===== config.mk =====
export PLATFORM = sky130hd
export DESIGN_NAME = memcache_response_line_parser_flat
export DESIGN_NICKNAME = d
export VERILOG_FILES = /design/src/hdl/mrlp_pkg.sv /design/src/hdl/mrlp_if.sv /design/src/hdl/mrlp_parser.sv /design/src/hdl/memcache_response_line_parser.sv /design/src/flat_wrapper.sv
export SDC_FILE = /design/constraint.sdc
export NUM_CORES = 2
export LEC_CHECK = 0
export BUFFER_PORTS_ARGS = -buffer_cell sky130_fd_sc_hd__buf_2
export CAP_MARGIN = 20
export CORE_MARGIN = 1
export CORE_UTILIZATION = 62
export CTS_CLUSTER_DIAMETER = 50
export DETAILED_ROUTE_END_ITERATION = 6
export PLACE_DENSITY = 0.79
export SYNTH_ARGS = -nofsm -noshare
export SYNTH_HDL_FRONTEND = slang
export SYNTH_SLANG_ARGS = --single-unit

===== constraint.sdc =====
create_clock -name clock -period 21.2 [get_ports clock]
set_input_delay 3.18 -clock clock [delete_from_list [all_inputs] [get_ports clock]]
set_output_delay 3.18 -clock clock [all_outputs]
set_load 0.02 [all_outputs]

===== src/hdl/mrlp_pkg.sv =====
// shared constants, result type and command word lookup for the reply line parser
package mrlp_pkg;

   localparam int MAX_ARGS   = 4;
   localparam int WORD_LIMIT = 15;
   localparam int WL_W       = $clog2(WORD_LIMIT + 1);
   localparam int WB_W       = $clog2(WORD_LIMIT);
   localparam int IDX_W      = $clog2(MAX_ARGS + 1);
   localparam int AIX_W      = $clog2(MAX_ARGS);
   localparam int FIFO_DEPTH = 4;
   localparam int FIFO_AW    = $clog2(FIFO_DEPTH);

   localparam logic [15:0] KEY_LEN_RESET = 16'd1000;

   localparam logic [3:0] KIND_NONE     = 4'd0;
   localparam logic [3:0] KIND_EMPTY    = 4'd1;
   localparam logic [3:0] KIND_NUMBER   = 4'd2;
   localparam logic [3:0] KIND_VALUE    = 4'd3;
   localparam logic [3:0] KIND_NONCE    = 4'd4;
   localparam logic [3:0] KIND_VERSION  = 4'd5;
   localparam logic [3:0] KIND_CLI_ERR  = 4'd6;
   localparam logic [3:0] KIND_SRV_ERR  = 4'd7;
   localparam logic [3:0] KIND_ERROR    = 4'd8;
   localparam logic [3:0] KIND_STORED   = 4'd9;
   localparam logic [3:0] KIND_NO_STORE = 4'd10;
   localparam logic [3:0] KIND_DELETED  = 4'd11;
   localparam logic [3:0] KIND_MISSING  = 4'd12;
   localparam logic [3:0] KIND_END      = 4'd13;

   localparam logic [1:0] STATUS_GOOD     = 2'd0;
   localparam logic [1:0] STATUS_BAD      = 2'd1;
   localparam logic [1:0] STATUS_KEY_LONG = 2'd2;

   typedef logic [WORD_LIMIT-1:0][7:0] word_buf_type;

   typedef struct packed {
      logic [3:0]         reply_kind;
      logic               tilde_prefix;
      logic [1:0]         line_status;
      logic [15:0]        line_length;
      logic [15:0]        key_pos;
      logic [15:0]        key_length;
      logic [2:0]         arg_count;
      logic signed [63:0] arg_first;
      logic signed [63:0] arg_second;
      logic signed [63:0] arg_third;
      logic signed [63:0] arg_fourth;
   } rsp_payload_type;

   // text is left aligned, first character in the top byte
   function automatic logic word_eq(word_buf_type wb, logic [WL_W-1:0] len,
                                    logic [95:0] text, int tlen);
      logic ok;
      ok = (int'(len) == tlen);
      for (int i = 0; i < 12; i++) begin
         if (i < tlen && wb[i] != text[95-8*i -: 8]) begin
            ok = 1'b0;
         end
      end
      return ok;
   endfunction

   function automatic logic [3:0] word_kind(word_buf_type wb, logic [WL_W-1:0] len);
      logic [3:0] k;
      k = KIND_NONE;
      if (len == '0) begin
         k = KIND_EMPTY;
      end else if (word_eq(wb, len, {"VALUE", 56'h0}, 5)) begin
         k = KIND_VALUE;
      end else if (word_eq(wb, len, {"NONCE", 56'h0}, 5)) begin
         k = KIND_NONCE;
      end else if (word_eq(wb, len, {"VERSION", 40'h0}, 7)) begin
         k = KIND_VERSION;
      end else if (word_eq(wb, len, {"CLIENT", "_ERROR"}, 12)) begin
         k = KIND_CLI_ERR;
      end else if (word_eq(wb, len, {"SERVER", "_ERROR"}, 12)) begin
         k = KIND_SRV_ERR;
      end else if (word_eq(wb, len, {"ERROR", 56'h0}, 5)) begin
         k = KIND_ERROR;
      end else if (word_eq(wb, len, {"STORED", 48'h0}, 6)) begin
         k = KIND_STORED;
      end else if (word_eq(wb, len, {"NOT", "_STORED", 16'h0}, 10)) begin
         k = KIND_NO_STORE;
      end else if (word_eq(wb, len, {"DELETED", 40'h0}, 7)) begin
         k = KIND_DELETED;
      end else if (word_eq(wb, len, {"NOT", "_FOUND", 24'h0}, 9)) begin
         k = KIND_MISSING;
      end else if (word_eq(wb, len, {"END", 72'h0}, 3)) begin
         k = KIND_END;
      end
      return k;
   endfunction

endpackage


===== src/hdl/mrlp_if.sv =====
// valid/ready channel interfaces for reply bytes and parsed line results
interface mrlp_req_if;
   logic       valid;
   logic       ready;
   logic [7:0] data_byte;
   modport source (output valid, output data_byte, input ready);
   modport sink (input valid, input data_byte, output ready);
endinterface

interface mrlp_rsp_if;
   logic               valid;
   logic               ready;
   logic [3:0]         reply_kind;
   logic               tilde_prefix;
   logic [1:0]         line_status;
   logic [15:0]        line_length;
   logic [15:0]        key_pos;
   logic [15:0]        key_length;
   logic [2:0]         arg_count;
   logic signed [63:0] arg_first;
   logic signed [63:0] arg_second;
   logic signed [63:0] arg_third;
   logic signed [63:0] arg_fourth;
   modport source (output valid, output reply_kind, output tilde_prefix,
                   output line_status, output line_length, output key_pos,
                   output key_length, output arg_count, output arg_first,
                   output arg_second, output arg_third, output arg_fourth,
                   input ready);
   modport sink (input valid, input reply_kind, input tilde_prefix,
                 input line_status, input line_length, input key_pos,
                 input key_length, input arg_count, input arg_first,
                 input arg_second, input arg_third, input arg_fourth,
                 output ready);
endinterface


===== src/hdl/mrlp_parser.sv =====
// per byte line state machine: phase walk, word buffer, argument accumulation
module mrlp_parser import mrlp_pkg::*; (
   input  logic            clock,
   input  logic            reset,
   input  logic            in_valid,
   input  logic [7:0]      in_byte,
   input  logic [15:0]     key_limit,
   output logic            out_valid,
   output rsp_payload_type out_data
);

   localparam logic [3:0] PH_CMD  = 4'd0;
   localparam logic [3:0] PH_SPC  = 4'd1;
   localparam logic [3:0] PH_KEY  = 4'd2;
   localparam logic [3:0] PH_INTS = 4'd3;
   localparam logic [3:0] PH_INT  = 4'd4;
   localparam logic [3:0] PH_SKIP = 4'd5;
   localparam logic [3:0] PH_TEXT = 4'd6;
   localparam logic [3:0] PH_EOLN = 4'd7;
   localparam logic [3:0] PH_LF   = 4'd8;

   localparam logic [1:0] ARG_KEEP  = 2'd0;
   localparam logic [1:0] ARG_ZERO  = 2'd1;
   localparam logic [1:0] ARG_DIGIT = 2'd2;
   localparam logic [1:0] ARG_NEG   = 2'd3;

   localparam logic [7:0] CH_TILDE = 8'h7E;
   localparam logic [7:0] CH_CR    = 8'h0D;
   localparam logic [7:0] CH_LF    = 8'h0A;
   localparam logic [7:0] CH_SP    = 8'h20;
   localparam logic [7:0] CH_TAB   = 8'h09;
   localparam logic [7:0] CH_MINUS = 8'h2D;
   localparam logic [7:0] CH_UNDER = 8'h5F;

   localparam logic [63:0] LIM_DIV10 = 64'h0CCC_CCCC_CCCC_CCCC;
   localparam int STEPS = 5;

   typedef struct packed {
      logic [3:0]       phase;
      logic [WL_W-1:0]  wlen;
      logic [3:0]       kind;
      logic             tilde;
      logic             neg;
      logic             nodig;
      logic             bad;
      logic [15:0]      koff;
      logic [15:0]      klen;
      logic [15:0]      llen;
      logic [IDX_W-1:0] idx;
   } line_state_type;

   function automatic logic [15:0] sat16(logic [15:0] v);
      return (v == 16'hFFFF) ? v : v + 16'd1;
   endfunction

   line_state_type              line_ff, line_in, snap;
   logic [MAX_ARGS-1:0][63:0]   arg_ff, arg_in, arg_base, arg_new, arg_out;
   word_buf_type                word_buf_ff;

   logic                        is_blank, is_eol, is_letter, is_digit;
   logic [3:0]                  dval, km_pre;
   logic [63:0]                 cur_arg, mul10, neg_val, arg_val;
   logic                        ovf;
   logic [1:0]                  arg_op;
   logic [IDX_W-1:0]            arg_sel;
   logic                        fresh, pre_emit, eol_emit;
   logic                        wb_we;
   logic [WB_W-1:0]             wb_idx;
   logic [1:0]                  status;

   assign is_blank  = (in_byte == CH_SP) || (in_byte == CH_TAB);
   assign is_eol    = (in_byte == CH_CR) || (in_byte == CH_LF);
   assign is_letter = (in_byte >= "a" && in_byte <= "z") || (in_byte >= "A" && in_byte <= "Z")
                      || (in_byte == CH_UNDER);
   assign is_digit  = (in_byte >= "0") && (in_byte <= "9");
   assign dval      = in_byte[3:0];
   assign km_pre    = word_kind(word_buf_ff, line_ff.wlen);

   assign cur_arg = (line_ff.idx < IDX_W'(MAX_ARGS)) ? arg_ff[line_ff.idx[AIX_W-1:0]] : '0;
   assign mul10   = {cur_arg[60:0], 3'b000} + {cur_arg[62:0], 1'b0} + 64'(dval);
   assign neg_val = 64'd0 - cur_arg;
   assign ovf     = (cur_arg > LIM_DIV10) ||
                    ((cur_arg == LIM_DIV10) && (dval > (line_ff.neg ? 4'd8 : 4'd7)));

   always_comb begin
      line_state_type ln;
      logic           done;
      ln       = line_ff;
      snap     = line_ff;
      done     = !in_valid;
      arg_op   = ARG_KEEP;
      arg_sel  = line_ff.idx;
      fresh    = 1'b0;
      pre_emit = 1'b0;
      eol_emit = 1'b0;
      wb_we    = 1'b0;
      wb_idx   = line_ff.wlen[WB_W-1:0];

      // pending lone cr: this byte closes the previous line first
      if (in_valid && line_ff.phase == PH_LF) begin
         pre_emit = 1'b1;
         if (in_byte == CH_LF) begin
            snap.llen = sat16(line_ff.llen);
            done      = 1'b1;
         end
         ln = '0;
      end

      for (int s = 0; s < STEPS; s++) begin
         if (!done) begin
            unique case (ln.phase)
               PH_CMD: begin
                  if (ln.wlen == '0 && !ln.tilde && in_byte == CH_TILDE) begin
                     ln.tilde = 1'b1;
                     ln.llen  = sat16(ln.llen);
                     done     = 1'b1;
                  end else if (is_letter && ln.wlen < WL_W'(WORD_LIMIT)) begin
                     wb_we   = 1'b1;
                     wb_idx  = ln.wlen[WB_W-1:0];
                     ln.wlen = ln.wlen + WL_W'(1);
                     ln.llen = sat16(ln.llen);
                     done    = 1'b1;
                  end else if (ln.wlen == '0 && (is_digit || in_byte == CH_MINUS)) begin
                     ln.kind  = KIND_NUMBER;
                     ln.idx   = '0;
                     ln.phase = PH_INTS;
                  end else if (ln.wlen >= WL_W'(WORD_LIMIT) || !(is_blank || is_eol)) begin
                     ln.phase = PH_SKIP;
                  end else begin
                     ln.kind = (ln.wlen == '0) ? KIND_EMPTY : km_pre;
                     if (ln.kind == KIND_NONE) begin
                        ln.phase = PH_SKIP;
                     end else begin
                        ln.koff  = 16'(ln.wlen) + 16'(ln.tilde);
                        ln.phase = PH_SPC;
                     end
                  end
               end
               PH_SPC: begin
                  if (is_blank) begin
                     ln.koff = sat16(ln.koff);
                     ln.llen = sat16(ln.llen);
                     done    = 1'b1;
                  end else if (is_eol) begin
                     ln.phase = PH_EOLN;
                  end else if (ln.kind >= KIND_STORED) begin
                     ln.phase = PH_SKIP;
                  end else if (ln.kind >= KIND_VERSION) begin
                     ln.phase = PH_TEXT;
                  end else begin
                     ln.phase = PH_KEY;
                  end
               end
               PH_KEY: begin
                  if (in_byte > CH_SP) begin
                     ln.klen = sat16(ln.klen);
                     ln.llen = sat16(ln.llen);
                     done    = 1'b1;
                  end else begin
                     ln.idx = '0;
                     if (!(is_blank || is_eol)) begin
                        ln.phase = PH_SKIP;
                     end else if (ln.kind == KIND_NONCE) begin
                        ln.phase = is_eol ? PH_EOLN : PH_SKIP;
                     end else begin
                        ln.phase = PH_INTS;
                     end
                  end
               end
               PH_INTS: begin
                  if (is_blank) begin
                     ln.llen = sat16(ln.llen);
                     done    = 1'b1;
                  end else if (is_eol) begin
                     ln.phase = PH_EOLN;
                  end else if (ln.idx >= IDX_W'(MAX_ARGS)) begin
                     ln.phase = PH_SKIP;
                  end else begin
                     arg_op   = ARG_ZERO;
                     arg_sel  = ln.idx;
                     fresh    = 1'b1;
                     ln.neg   = 1'b0;
                     ln.nodig = 1'b1;
                     ln.phase = PH_INT;
                     if (in_byte == CH_MINUS) begin
                        ln.neg  = 1'b1;
                        ln.llen = sat16(ln.llen);
                        done    = 1'b1;
                     end
                  end
               end
               PH_INT: begin
                  if (ln.idx >= IDX_W'(MAX_ARGS)) begin
                     ln.phase = PH_SKIP;
                  end else if (is_digit) begin
                     arg_sel = ln.idx;
                     if (!fresh && ovf) begin
                        arg_op   = ARG_ZERO;
                        ln.phase = PH_SKIP;
                     end else begin
                        arg_op   = ARG_DIGIT;
                        ln.nodig = 1'b0;
                        ln.llen  = sat16(ln.llen);
                        done     = 1'b1;
                     end
                  end else begin
                     if (!fresh && ln.neg) begin
                        arg_op  = ARG_NEG;
                        arg_sel = ln.idx;
                     end
                     ln.idx = ln.idx + IDX_W'(1);
                     if (ln.nodig || !(is_blank || is_eol)) begin
                        ln.phase = PH_SKIP;
                     end else begin
                        ln.phase = PH_INTS;
                     end
                  end
               end
               PH_SKIP: begin
                  ln.bad   = 1'b1;
                  ln.phase = PH_TEXT;
               end
               PH_TEXT: begin
                  if (is_eol) begin
                     ln.phase = PH_EOLN;
                  end else begin
                     if (in_byte < CH_SP && in_byte != CH_TAB) begin
                        ln.bad = 1'b1;
                     end
                     ln.llen = sat16(ln.llen);
                     done    = 1'b1;
                  end
               end
               PH_EOLN: begin
                  ln.llen = sat16(ln.llen);
                  done    = 1'b1;
                  if (in_byte == CH_CR) begin
                     ln.phase = PH_LF;
                  end else begin
                     eol_emit = 1'b1;
                     snap     = ln;
                     ln       = '0;
                  end
               end
               default: begin
                  ln = '0;
               end
            endcase
         end
      end
      line_in = ln;
   end

   always_comb begin
      arg_base = pre_emit ? '0 : arg_ff;
      unique case (arg_op)
         ARG_ZERO:  arg_val = '0;
         ARG_DIGIT: arg_val = fresh ? 64'(dval) : mul10;
         ARG_NEG:   arg_val = neg_val;
         default:   arg_val = '0;
      endcase
      arg_new = arg_base;
      if (arg_op != ARG_KEEP && arg_sel < IDX_W'(MAX_ARGS)) begin
         arg_new[arg_sel[AIX_W-1:0]] = arg_val;
      end
      arg_in  = eol_emit ? '0 : arg_new;
      arg_out = pre_emit ? arg_ff : arg_new;
      for (int j = 0; j < MAX_ARGS; j++) begin
         if (IDX_W'(j) >= snap.idx) begin
            arg_out[j] = '0;
         end
      end
   end

   always_comb begin
      if (snap.bad) begin
         status = STATUS_BAD;
      end else if (snap.klen > key_limit) begin
         status = STATUS_KEY_LONG;
      end else begin
         status = STATUS_GOOD;
      end
      out_valid             = pre_emit || eol_emit;
      out_data.reply_kind   = snap.kind;
      out_data.tilde_prefix = snap.tilde;
      out_data.line_status  = status;
      out_data.line_length  = snap.llen;
      out_data.key_pos      = snap.koff;
      out_data.key_length   = snap.klen;
      out_data.arg_count    = 3'(snap.idx);
      out_data.arg_first    = arg_out[0];
      out_data.arg_second   = arg_out[1];
      out_data.arg_third    = arg_out[2];
      out_data.arg_fourth   = arg_out[3];
   end

   always_ff @(posedge clock) begin
      if (reset) begin
         line_ff <= '0;
         arg_ff  <= '0;
      end else if (in_valid) begin
         line_ff <= line_in;
         arg_ff  <= arg_in;
      end
   end

   always_ff @(posedge clock) begin
      if (in_valid && wb_we) begin
         word_buf_ff[wb_idx] <= in_byte;
      end
   end

endmodule


===== src/hdl/memcache_response_line_parser.sv =====
// top level: byte input register, key length register, parser, result queue
//
//  channel  | dir | payload                                    | accepted when
//  req_if   | in  | data_byte                                  | valid && ready
//  rsp_if   | out | kind, tilde, status, lengths, count, args  | valid && ready
//  csr_*    | in  | max_key_length                             | csr_wr_en
//
// one byte per cycle while req_if.ready is high; a result passes the byte register and queue
// the byte register feeds the parser, whose result goes into a four deep queue
// req_if.ready drops only when the queue plus the byte in flight fill it
// reset clears the line state, the queue and sets the key limit to 1000
module memcache_response_line_parser import mrlp_pkg::*; (
   input  logic        clock,
   input  logic        reset,
   mrlp_req_if.sink    req_if,
   mrlp_rsp_if.source  rsp_if,
   input  logic        csr_wr_en,
   input  logic [15:0] csr_wr_data
);

   logic [15:0]          max_key_ff;
   logic                 s1_valid_ff;
   logic [7:0]           s1_byte_ff;
   logic                 res_valid;
   rsp_payload_type      res_data;
   rsp_payload_type      fifo_ff [FIFO_DEPTH];
   logic [FIFO_AW-1:0]   wr_ptr_ff, rd_ptr_ff;
   logic [FIFO_AW:0]     count_ff, count_in;
   logic                 push, pop;
   rsp_payload_type      head;

   assign req_if.ready = (count_ff + (FIFO_AW+1)'(s1_valid_ff)) < (FIFO_AW+1)'(FIFO_DEPTH);

   always_ff @(posedge clock) begin
      if (reset) begin
         max_key_ff <= KEY_LEN_RESET;
      end else if (csr_wr_en) begin
         max_key_ff <= csr_wr_data;
      end
   end

   always_ff @(posedge clock) begin
      if (reset) begin
         s1_valid_ff <= 1'b0;
      end else begin
         s1_valid_ff <= req_if.valid && req_if.ready;
      end
   end

   always_ff @(posedge clock) begin
      if (req_if.valid && req_if.ready) begin
         s1_byte_ff <= req_if.data_byte;
      end
   end

   mrlp_parser u_parser (
      .clock       (clock),
      .reset       (reset),
      .in_valid    (s1_valid_ff),
      .in_byte     (s1_byte_ff),
      .key_limit   (max_key_ff),
      .out_valid   (res_valid),
      .out_data    (res_data)
   );

   assign push = res_valid;
   assign pop  = rsp_if.valid && rsp_if.ready;

   always_comb begin
      count_in = count_ff;
      if (push && !pop) begin
         count_in = count_ff + (FIFO_AW+1)'(1);
      end else if (pop && !push) begin
         count_in = count_ff - (FIFO_AW+1)'(1);
      end
   end

   always_ff @(posedge clock) begin
      if (reset) begin
         wr_ptr_ff <= '0;
         rd_ptr_ff <= '0;
         count_ff  <= '0;
      end else begin
         count_ff <= count_in;
         if (push) begin
            wr_ptr_ff <= wr_ptr_ff + FIFO_AW'(1);
         end
         if (pop) begin
            rd_ptr_ff <= rd_ptr_ff + FIFO_AW'(1);
         end
      end
   end

   always_ff @(posedge clock) begin
      if (push) begin
         fifo_ff[wr_ptr_ff] <= res_data;
      end
   end

   assign head = fifo_ff[rd_ptr_ff];

   assign rsp_if.valid        = (count_ff != '0);
   assign rsp_if.reply_kind   = head.reply_kind;
   assign rsp_if.tilde_prefix = head.tilde_prefix;
   assign rsp_if.line_status  = head.line_status;
   assign rsp_if.line_length  = head.line_length;
   assign rsp_if.key_pos      = head.key_pos;
   assign rsp_if.key_length   = head.key_length;
   assign rsp_if.arg_count    = head.arg_count;
   assign rsp_if.arg_first    = head.arg_first;
   assign rsp_if.arg_second   = head.arg_second;
   assign rsp_if.arg_third    = head.arg_third;
   assign rsp_if.arg_fourth   = head.arg_fourth;

endmodule


===== src/flat_wrapper.sv =====
// flat-port wrapper written by rule: the top's interface ports become plain ports
module memcache_response_line_parser_flat import mrlp_pkg::*;
  (clock, reset, csr_wr_en, csr_wr_data, req_if_valid, req_if_data_byte, req_if_ready, rsp_if_valid, rsp_if_reply_kind, rsp_if_tilde_prefix, rsp_if_line_status, rsp_if_line_length, rsp_if_key_pos, rsp_if_key_length, rsp_if_arg_count, rsp_if_arg_first, rsp_if_arg_second, rsp_if_arg_third, rsp_if_arg_fourth, rsp_if_ready);
  mrlp_req_if req_if_i ();
  mrlp_rsp_if rsp_if_i ();
  input  logic clock;
  input  logic reset;
  input  logic csr_wr_en;
  input  logic [15:0] csr_wr_data;
  input wire logic [$bits(req_if_i.valid)-1:0] req_if_valid;
  input wire logic [$bits(req_if_i.data_byte)-1:0] req_if_data_byte;
  output wire logic [$bits(req_if_i.ready)-1:0] req_if_ready;
  output wire logic [$bits(rsp_if_i.valid)-1:0] rsp_if_valid;
  output wire logic [$bits(rsp_if_i.reply_kind)-1:0] rsp_if_reply_kind;
  output wire logic [$bits(rsp_if_i.tilde_prefix)-1:0] rsp_if_tilde_prefix;
  output wire logic [$bits(rsp_if_i.line_status)-1:0] rsp_if_line_status;
  output wire logic [$bits(rsp_if_i.line_length)-1:0] rsp_if_line_length;
  output wire logic [$bits(rsp_if_i.key_pos)-1:0] rsp_if_key_pos;
  output wire logic [$bits(rsp_if_i.key_length)-1:0] rsp_if_key_length;
  output wire logic [$bits(rsp_if_i.arg_count)-1:0] rsp_if_arg_count;
  output wire logic [$bits(rsp_if_i.arg_first)-1:0] rsp_if_arg_first;
  output wire logic [$bits(rsp_if_i.arg_second)-1:0] rsp_if_arg_second;
  output wire logic [$bits(rsp_if_i.arg_third)-1:0] rsp_if_arg_third;
  output wire logic [$bits(rsp_if_i.arg_fourth)-1:0] rsp_if_arg_fourth;
  input wire logic [$bits(rsp_if_i.ready)-1:0] rsp_if_ready;
  assign req_if_i.valid = req_if_valid;
  assign req_if_i.data_byte = req_if_data_byte;
  assign req_if_ready = req_if_i.ready;
  assign rsp_if_valid = rsp_if_i.valid;
  assign rsp_if_reply_kind = rsp_if_i.reply_kind;
  assign rsp_if_tilde_prefix = rsp_if_i.tilde_prefix;
  assign rsp_if_line_status = rsp_if_i.line_status;
  assign rsp_if_line_length = rsp_if_i.line_length;
  assign rsp_if_key_pos = rsp_if_i.key_pos;
  assign rsp_if_key_length = rsp_if_i.key_length;
  assign rsp_if_arg_count = rsp_if_i.arg_count;
  assign rsp_if_arg_first = rsp_if_i.arg_first;
  assign rsp_if_arg_second = rsp_if_i.arg_second;
  assign rsp_if_arg_third = rsp_if_i.arg_third;
  assign rsp_if_arg_fourth = rsp_if_i.arg_fourth;
  assign rsp_if_i.ready = rsp_if_ready;
  memcache_response_line_parser u_core (.clock(clock), .reset(reset), .req_if(req_if_i), .rsp_if(rsp_if_i), .csr_wr_en(csr_wr_en), .csr_wr_data(csr_wr_data));
endmodule

# Word-level counts from Yosys, hierarchy flattened
# Memory sizes are Yosys's and may differ from the RTL's. A register that Yosys moved wholly into a read port is not among the register bits.
# Index checks and enable logic that the tools add are counted.
# word_totals
ram_bits,1256
regBits,475
elab_cells,1155
memories,1
out_inout_bits,316
inputBits,29
# memory_table
memory,depth,word_bits,rd,rd_ports_with_merged_regs,write_ports,line_no,text
u_core.fifo_ff,4,314,1,1,1,memcache_response_line_parser.sv:26,rsp_payload_type fifo_ff [FIFO_DEPTH];
# classes
n_lt_le_gt_ge,48
n_eq_ne,130
mux,774
add_sub_neg,39
reduce_logical,127
# ops
cell,count
two-way mux 16 bit,98
two-way mux 256 bit,4
two-way mux 59 bit,15
case mux 16 bit (8 select lines),5
two-way mux 64 bit,8
two-way mux 4 bit,124
inequality test 8 x 7 -> 1 bit (second input constant),55
two-way mux 67 bit,6
case mux 16 bit (4 select lines),5
two-way mux 63 bit,5
two-way mux 1 bit,289
adder 16 x 1 -> 16 bit (second input constant),16
bitwise mux 256 bit,1
== test 16 bit (second input constant),16
two-way mux 3 bit,82
case mux 16 bit (3 select lines),5
two-way mux 32 bit,5
case mux 4 bit (8 select lines),5
case mux 9 bit (3 select lines),5
binary-select mux 64 bit (select 2 bit),1
demux 64 bit (select 2 bit),1
case mux 64 bit (2 select lines),1
two-way mux 2 bit,62
bitwise mux 120 bit,1
other kinds (58),303

# Depth between registers and ports, before layout
# depth
depth_word,138
depth_mapped,54
depth_no_buf,44

# Hierarchy
# Synthesis repeated with hierarchy kept, for this count alone.
# unflattened
hier_cells,7226
area_unflattened_um2,86122.6
# modules_own_cells
mod,cells_per_inst,area_each_um2,instances,seq_area_each_um2
memcache_response_line_parser,1748,46603.4,1,38476.9
mrlp_parser,5478,39519.2,1,9349.0

# Worst setup path after synthesis
# OpenSTA, ideal clock, no wires.
# synth_path
path_kind,reg-to-reg
startpoint,reg u_core.u_parser.line_ff[65] (netlist name)
endpoint,"mem u_core.fifo_ff[0][0] (netlist name), enable pin"
slack_ns,5.182
n_path_buf,10
setup_ns,0.716
path_stages_with_launch,36
t_arrival_ns,15.302
required_ns,20.484
period_less_slack_ns,16.018
cell_sequence,dfxtp_1 clkbuf_1 nor3_1 clkbuf_1 nand2_1 clkbuf_1 clkbuf_1 buf_1 clkbuf_1 clkbuf_1 clkbuf_1 nand2_1 inv_1 ha_1 and3_1 a21boi_0 o32a_1 nor2_1 or3_1 a2111oi_0 and2_1 buf_2 nand2_1 o31ai_1 nor3_1 and2_1 clkbuf_1 a311o_1 o21a_1 and2_1 a21oi_1 and2_1 or4_1 nor2_1 inv_2 and2_1
# synth_between
elab_chain_cells,39
word_cells_on_any_way,344
classes_between,add/sub: 6; order compare: 20; eq/ne: 34; mux: 227; reduce/logical: 57
# synth_rtl
element,line_no,text
start: declaration,mrlp_parser.sv:56,"line_state_type line_ff, line_in, snap;"
start signal: assignment,mrlp_parser.sv:302,line_ff <= line_in;
"parallel branches: the longest is 36 deep, another holds >= comparator 4 bit",-,
logical OR 1 bit (*),mrlp_parser.sv:283,out_valid = pre_emit || eol_emit;
two-way mux 1 bit (*),memcache_response_line_parser.sv:95,if (push) begin
two-way mux 1 bit (not written as such) (*),memcache_response_line_parser.sv:96,fifo_ff[wr_ptr_ff] <= res_data;
end: declaration,memcache_response_line_parser.sv:26,
# Mark *: on every way between the ends.

==> flow_metrics.env <==
export IMPL_status="finished, violations left"
export IMPL_violations="DRC"
export IMPL_worstMarginPinSlew_ns=1.20
export IMPL_period_needed_ns=12.76
export IMPL_drv_slew=0
export IMPL_slew_headroom=0.197
export IMPL_powerDensity_mw_per_mm2=110
export IMPL_met3_length_mm=32.2
export IMPL_async_flop_share=0
export IMPL_drc_errors=28
export IMPL_topRoutingLayerUsed="met5"
export IMPL_r2r_cells=41
export IMPL_post_cts_repair_setup_buffers=0
export IMPL_core_mm2=0.137
export IMPL_cp_end_kind="flop"
export IMPL_critPathKind="reg -> reg"
export IMPL_cts_buffers=176
export IMPL_synth_top_cell_area_share=0.477
export IMPL_cts_resized=0
export IMPL_cap_violations=0
export IMPL_cts_htree_levels=4
export IMPL_syn_avg_cell_area_um2=11.9
export IMPL_hold_buffers=0
export IMPL_synth_distinct_cells=117
export IMPL_grt_max_degree=163
export IMPL_final_cells=9383
export IMPL_cts_root_buf="clkbuf_16"
export IMPL_pin_count=345
export IMPL_fmax_mhz=78.4
export IMPL_p_clk_frac=0.302
export IMPL_rows=136
export IMPL_yosysTopAreaCell="edfxtp_1"
export IMPL_vias=67711
export IMPL_clk_path_buf_depth=3
export IMPL_grt_overflow_total=0
export IMPL_power_frac_seq=0.397
export IMPL_switchingPower_uw=3700
export IMPL_rsz0062_at_grt="false"
export IMPL_synthTopCellsByArea="edfxtp_1, mux4_2, dfxtp_1, nor2_1, ha_1"
export IMPL_setup_viol=0
export IMPL_numPortBuffers=344
export IMPL_path_max_fanout=34
export IMPL_reg2reg_slack_ns=8.44
export IMPL_critPathTopFamily="simple AND/OR/NAND/NOR gates"
export IMPL_die_h_um=374
export IMPL_place_inst=9045
export IMPL_nNetsFinal=7640
export IMPL_synth_edf_count=1360
export IMPL_post_drt_wl_per_cell_um=31.2
export IMPL_min_path_cells=2
export IMPL_die_w_um=374
export IMPL_synth_area_mm2=0.0857
export IMPL_synthToLayoutAreaGrowth_pct=11.2
export IMPL_cp_required_ns=21.72
export IMPL_holdPathEnd="u_core.u_parser.arg_ff[229]"
export IMPL_dieArea_mm2=0.140
export IMPL_synthCells=7209
export IMPL_drtIter0Drc=10215
export IMPL_hp_class="reg -> reg"
export IMPL_critPathSlowestCell="o32ai_1"
export IMPL_cts_sinks=1709
export IMPL_dp_slack_ns=8.75
export IMPL_cts_tree="done"
export IMPL_start_kind="flop"
export IMPL_postLayoutCoreUtil=0.694
export IMPL_hold_start="u_core.u_parser.arg_ff[229]"
export IMPL_internal_power_uw=6770
export IMPL_syn_nets=7417
export IMPL_met1_length_mm=107
export IMPL_grt_pass1_wl_mm=428
export IMPL_timing_final_crit_share=0.602
export IMPL_finClkSkew_ns=0.0715
export IMPL_wl_mm=292
export IMPL_hold_viol=0
export IMPL_start_util=0.624
export IMPL_wl_met2_mm=135
export IMPL_switching_share=0.353
export IMPL_grt_pass1_vias=65942
export IMPL_worstReg2RegStart="u_core.s1_valid_ff"
export IMPL_reg2reg_to="u_core.fifo_ff[0][292]"
export IMPL_slowest_delay_ns=0.78
export IMPL_synth_common_cells="edfxtp_1, nor2_1, nand2_1"
export IMPL_via_per_inst=7.22
export IMPL_pwr_share_comb=0.301
export IMPL_drive_gt1_frac=0.173
export IMPL_clk_pin_slew_ns=0.06
export IMPL_grt_usage=0.411
export IMPL_setup_tns_ns=0
export IMPL_yosys_warnings=0
export IMPL_ir_drop_mv=0.0913
export IMPL_crit_arrival_ns=13.28
export IMPL_synthFlopType="edfxtp_1"
export IMPL_synth_most_common_cell="edfxtp_1"
export IMPL_cellLeakagePower_uw=0.0317
export IMPL_seq_area_frac_synth=0.558
export IMPL_dp_hpwl_mm=193
export IMPL_dr_pass1_iters=7
export IMPL_setup_ws_ns=8.44
export IMPL_drtAntennaViolNets=0
export IMPL_antenna_found_initial=6
export IMPL_ys_ff_latch=1709
export IMPL_clock_latency_ns=0.83
export IMPL_gp_congestion=1.02
export IMPL_crit_buf_inv=7
## layout by cell type, fill, tap and decap left out, types with 47 or more instances in the layout
cell	n
a211oi_1	75
a21oi_1	418
a22oi_1	264
a31oi_1	56
and2_1	76
buf_2	344
buf_4	159
clkbuf_16	182
dfxtp_1	344
edfxtp_1	1360
ha_1	176
inv_1	125
mux2i_1	48
mux4_2	373
nand2_1	581
nand2b_1	48
nand3_1	152
nand4_1	67
nor2_1	951
nor3_1	297
nor4_1	47
o211ai_1	56
o21ai_0	195
o22ai_1	48
xnor2_1	106
xor2_1	54
## metrics by stage
step | area, µm² | total power (µW) | hold WS, ns
floorplan | 85700 | 6240 | 0.446
global placement | 89200 | 7200 | 0.455
detailed placement | 89200 | 7260 | 0.462
CTS | 95200 | 10400 | 0.472
global route | 95300 | 10700 | 0.500
finish | 95300 | 10500 | 0.478
## flip-flops by register name, summed over array words and instances (netlist names), 2 cells and up, named ones only
signal / cells
u_core.max_key_ff: 16
u_core.u_parser.arg_ff: 256
u_core.rd_ptr_ff: 2
u_core.count_ff: 3
u_core.u_parser.word_buf_ff: 96
u_core.s1_byte_ff: 8
u_core.fifo_ff: 1256
u_core.u_parser.line_ff: 67
u_core.wr_ptr_ff: 2
## power groups by stage
| stage | logic [µW] | clock network (µW) | registers, µW |
|---|---|---|---|
| after floorplan | 1990 | 0 | 4250 |
| after global placement | 3030 | 0 | 4170 |
| after detailed placement | 3050 | 0 | 4200 |
| after CTS | 3100 | 3170 | 4150 |
| after global routing | 3260 | 3300 | 4170 |
| final | 3150 | 3170 | 4150 |
## per-layer routing
layer	vias up	global-route usage
met5	-	0
met4	2	0.208
met3	1210	0.0843
met2	5159	0.648
met1	33092	0.543
li1	28248	-
## worst min-delay path, delay by kind of cell (launching register included)
kind | cells | cell delay [ns]
compound gates | 1 | 0.05
flops | 1 | 0.32
simple gates | 1 | 0.06
## logic make-up (layout without fill, tap and decap cells)
group / count (synthesis) / after routing / synth area share
fa+ha+maj: 179 / 179 / 0.0264
flops: 1709 / 1709 / 0.558
xor+xnor: 160 / 160 / 0.0164
other cells: 0 / 2 / 0
buf+inv: 593 / 971 / 0.0277
mux: 436 / 436 / 0.106
simple gates: 2566 / 2566 / 0.142
compound gates: 1566 / 1566 / 0.124
## layout make-up
class | instances | area [µm²]
diodes | 2 | 5.00
clock buffers | 247 | 4970
clock inverters | 86 | 1000
fillers | 9326 | 42100
inverters | 129 | 484
multi-input cells | 4907 | 35700
flip-flops and latches | 1709 | 47800
well taps | 1794 | 2240
repair buffers | 509 | 3020
## worst max path at each step
| stage | start | end | slack (ns) | depth (start not counted) |
|---|---|---|---|---|
| finish | u_core.s1_valid_ff | u_core.fifo_ff[0][292] | 8.44 | 41 |
| global placement | u_core.u_parser.line_ff[1] | u_core.fifo_ff[0][292] | 8.96 | 32 |
| detailed placement | u_core.u_parser.line_ff[1] | u_core.fifo_ff[2][292] | 8.75 | 34 |
| CTS | u_core.u_parser.line_ff[1] | u_core.fifo_ff[0][292] | 8.68 | 34 |
| global route | u_core.u_parser.line_ff[1] | u_core.fifo_ff[0][292] | 7.72 | 34 |
| floorplan | u_core.u_parser.line_ff[65] | u_core.fifo_ff[0][0] | 5.18 | 35 |
Power figures use the tool's default switching activity.
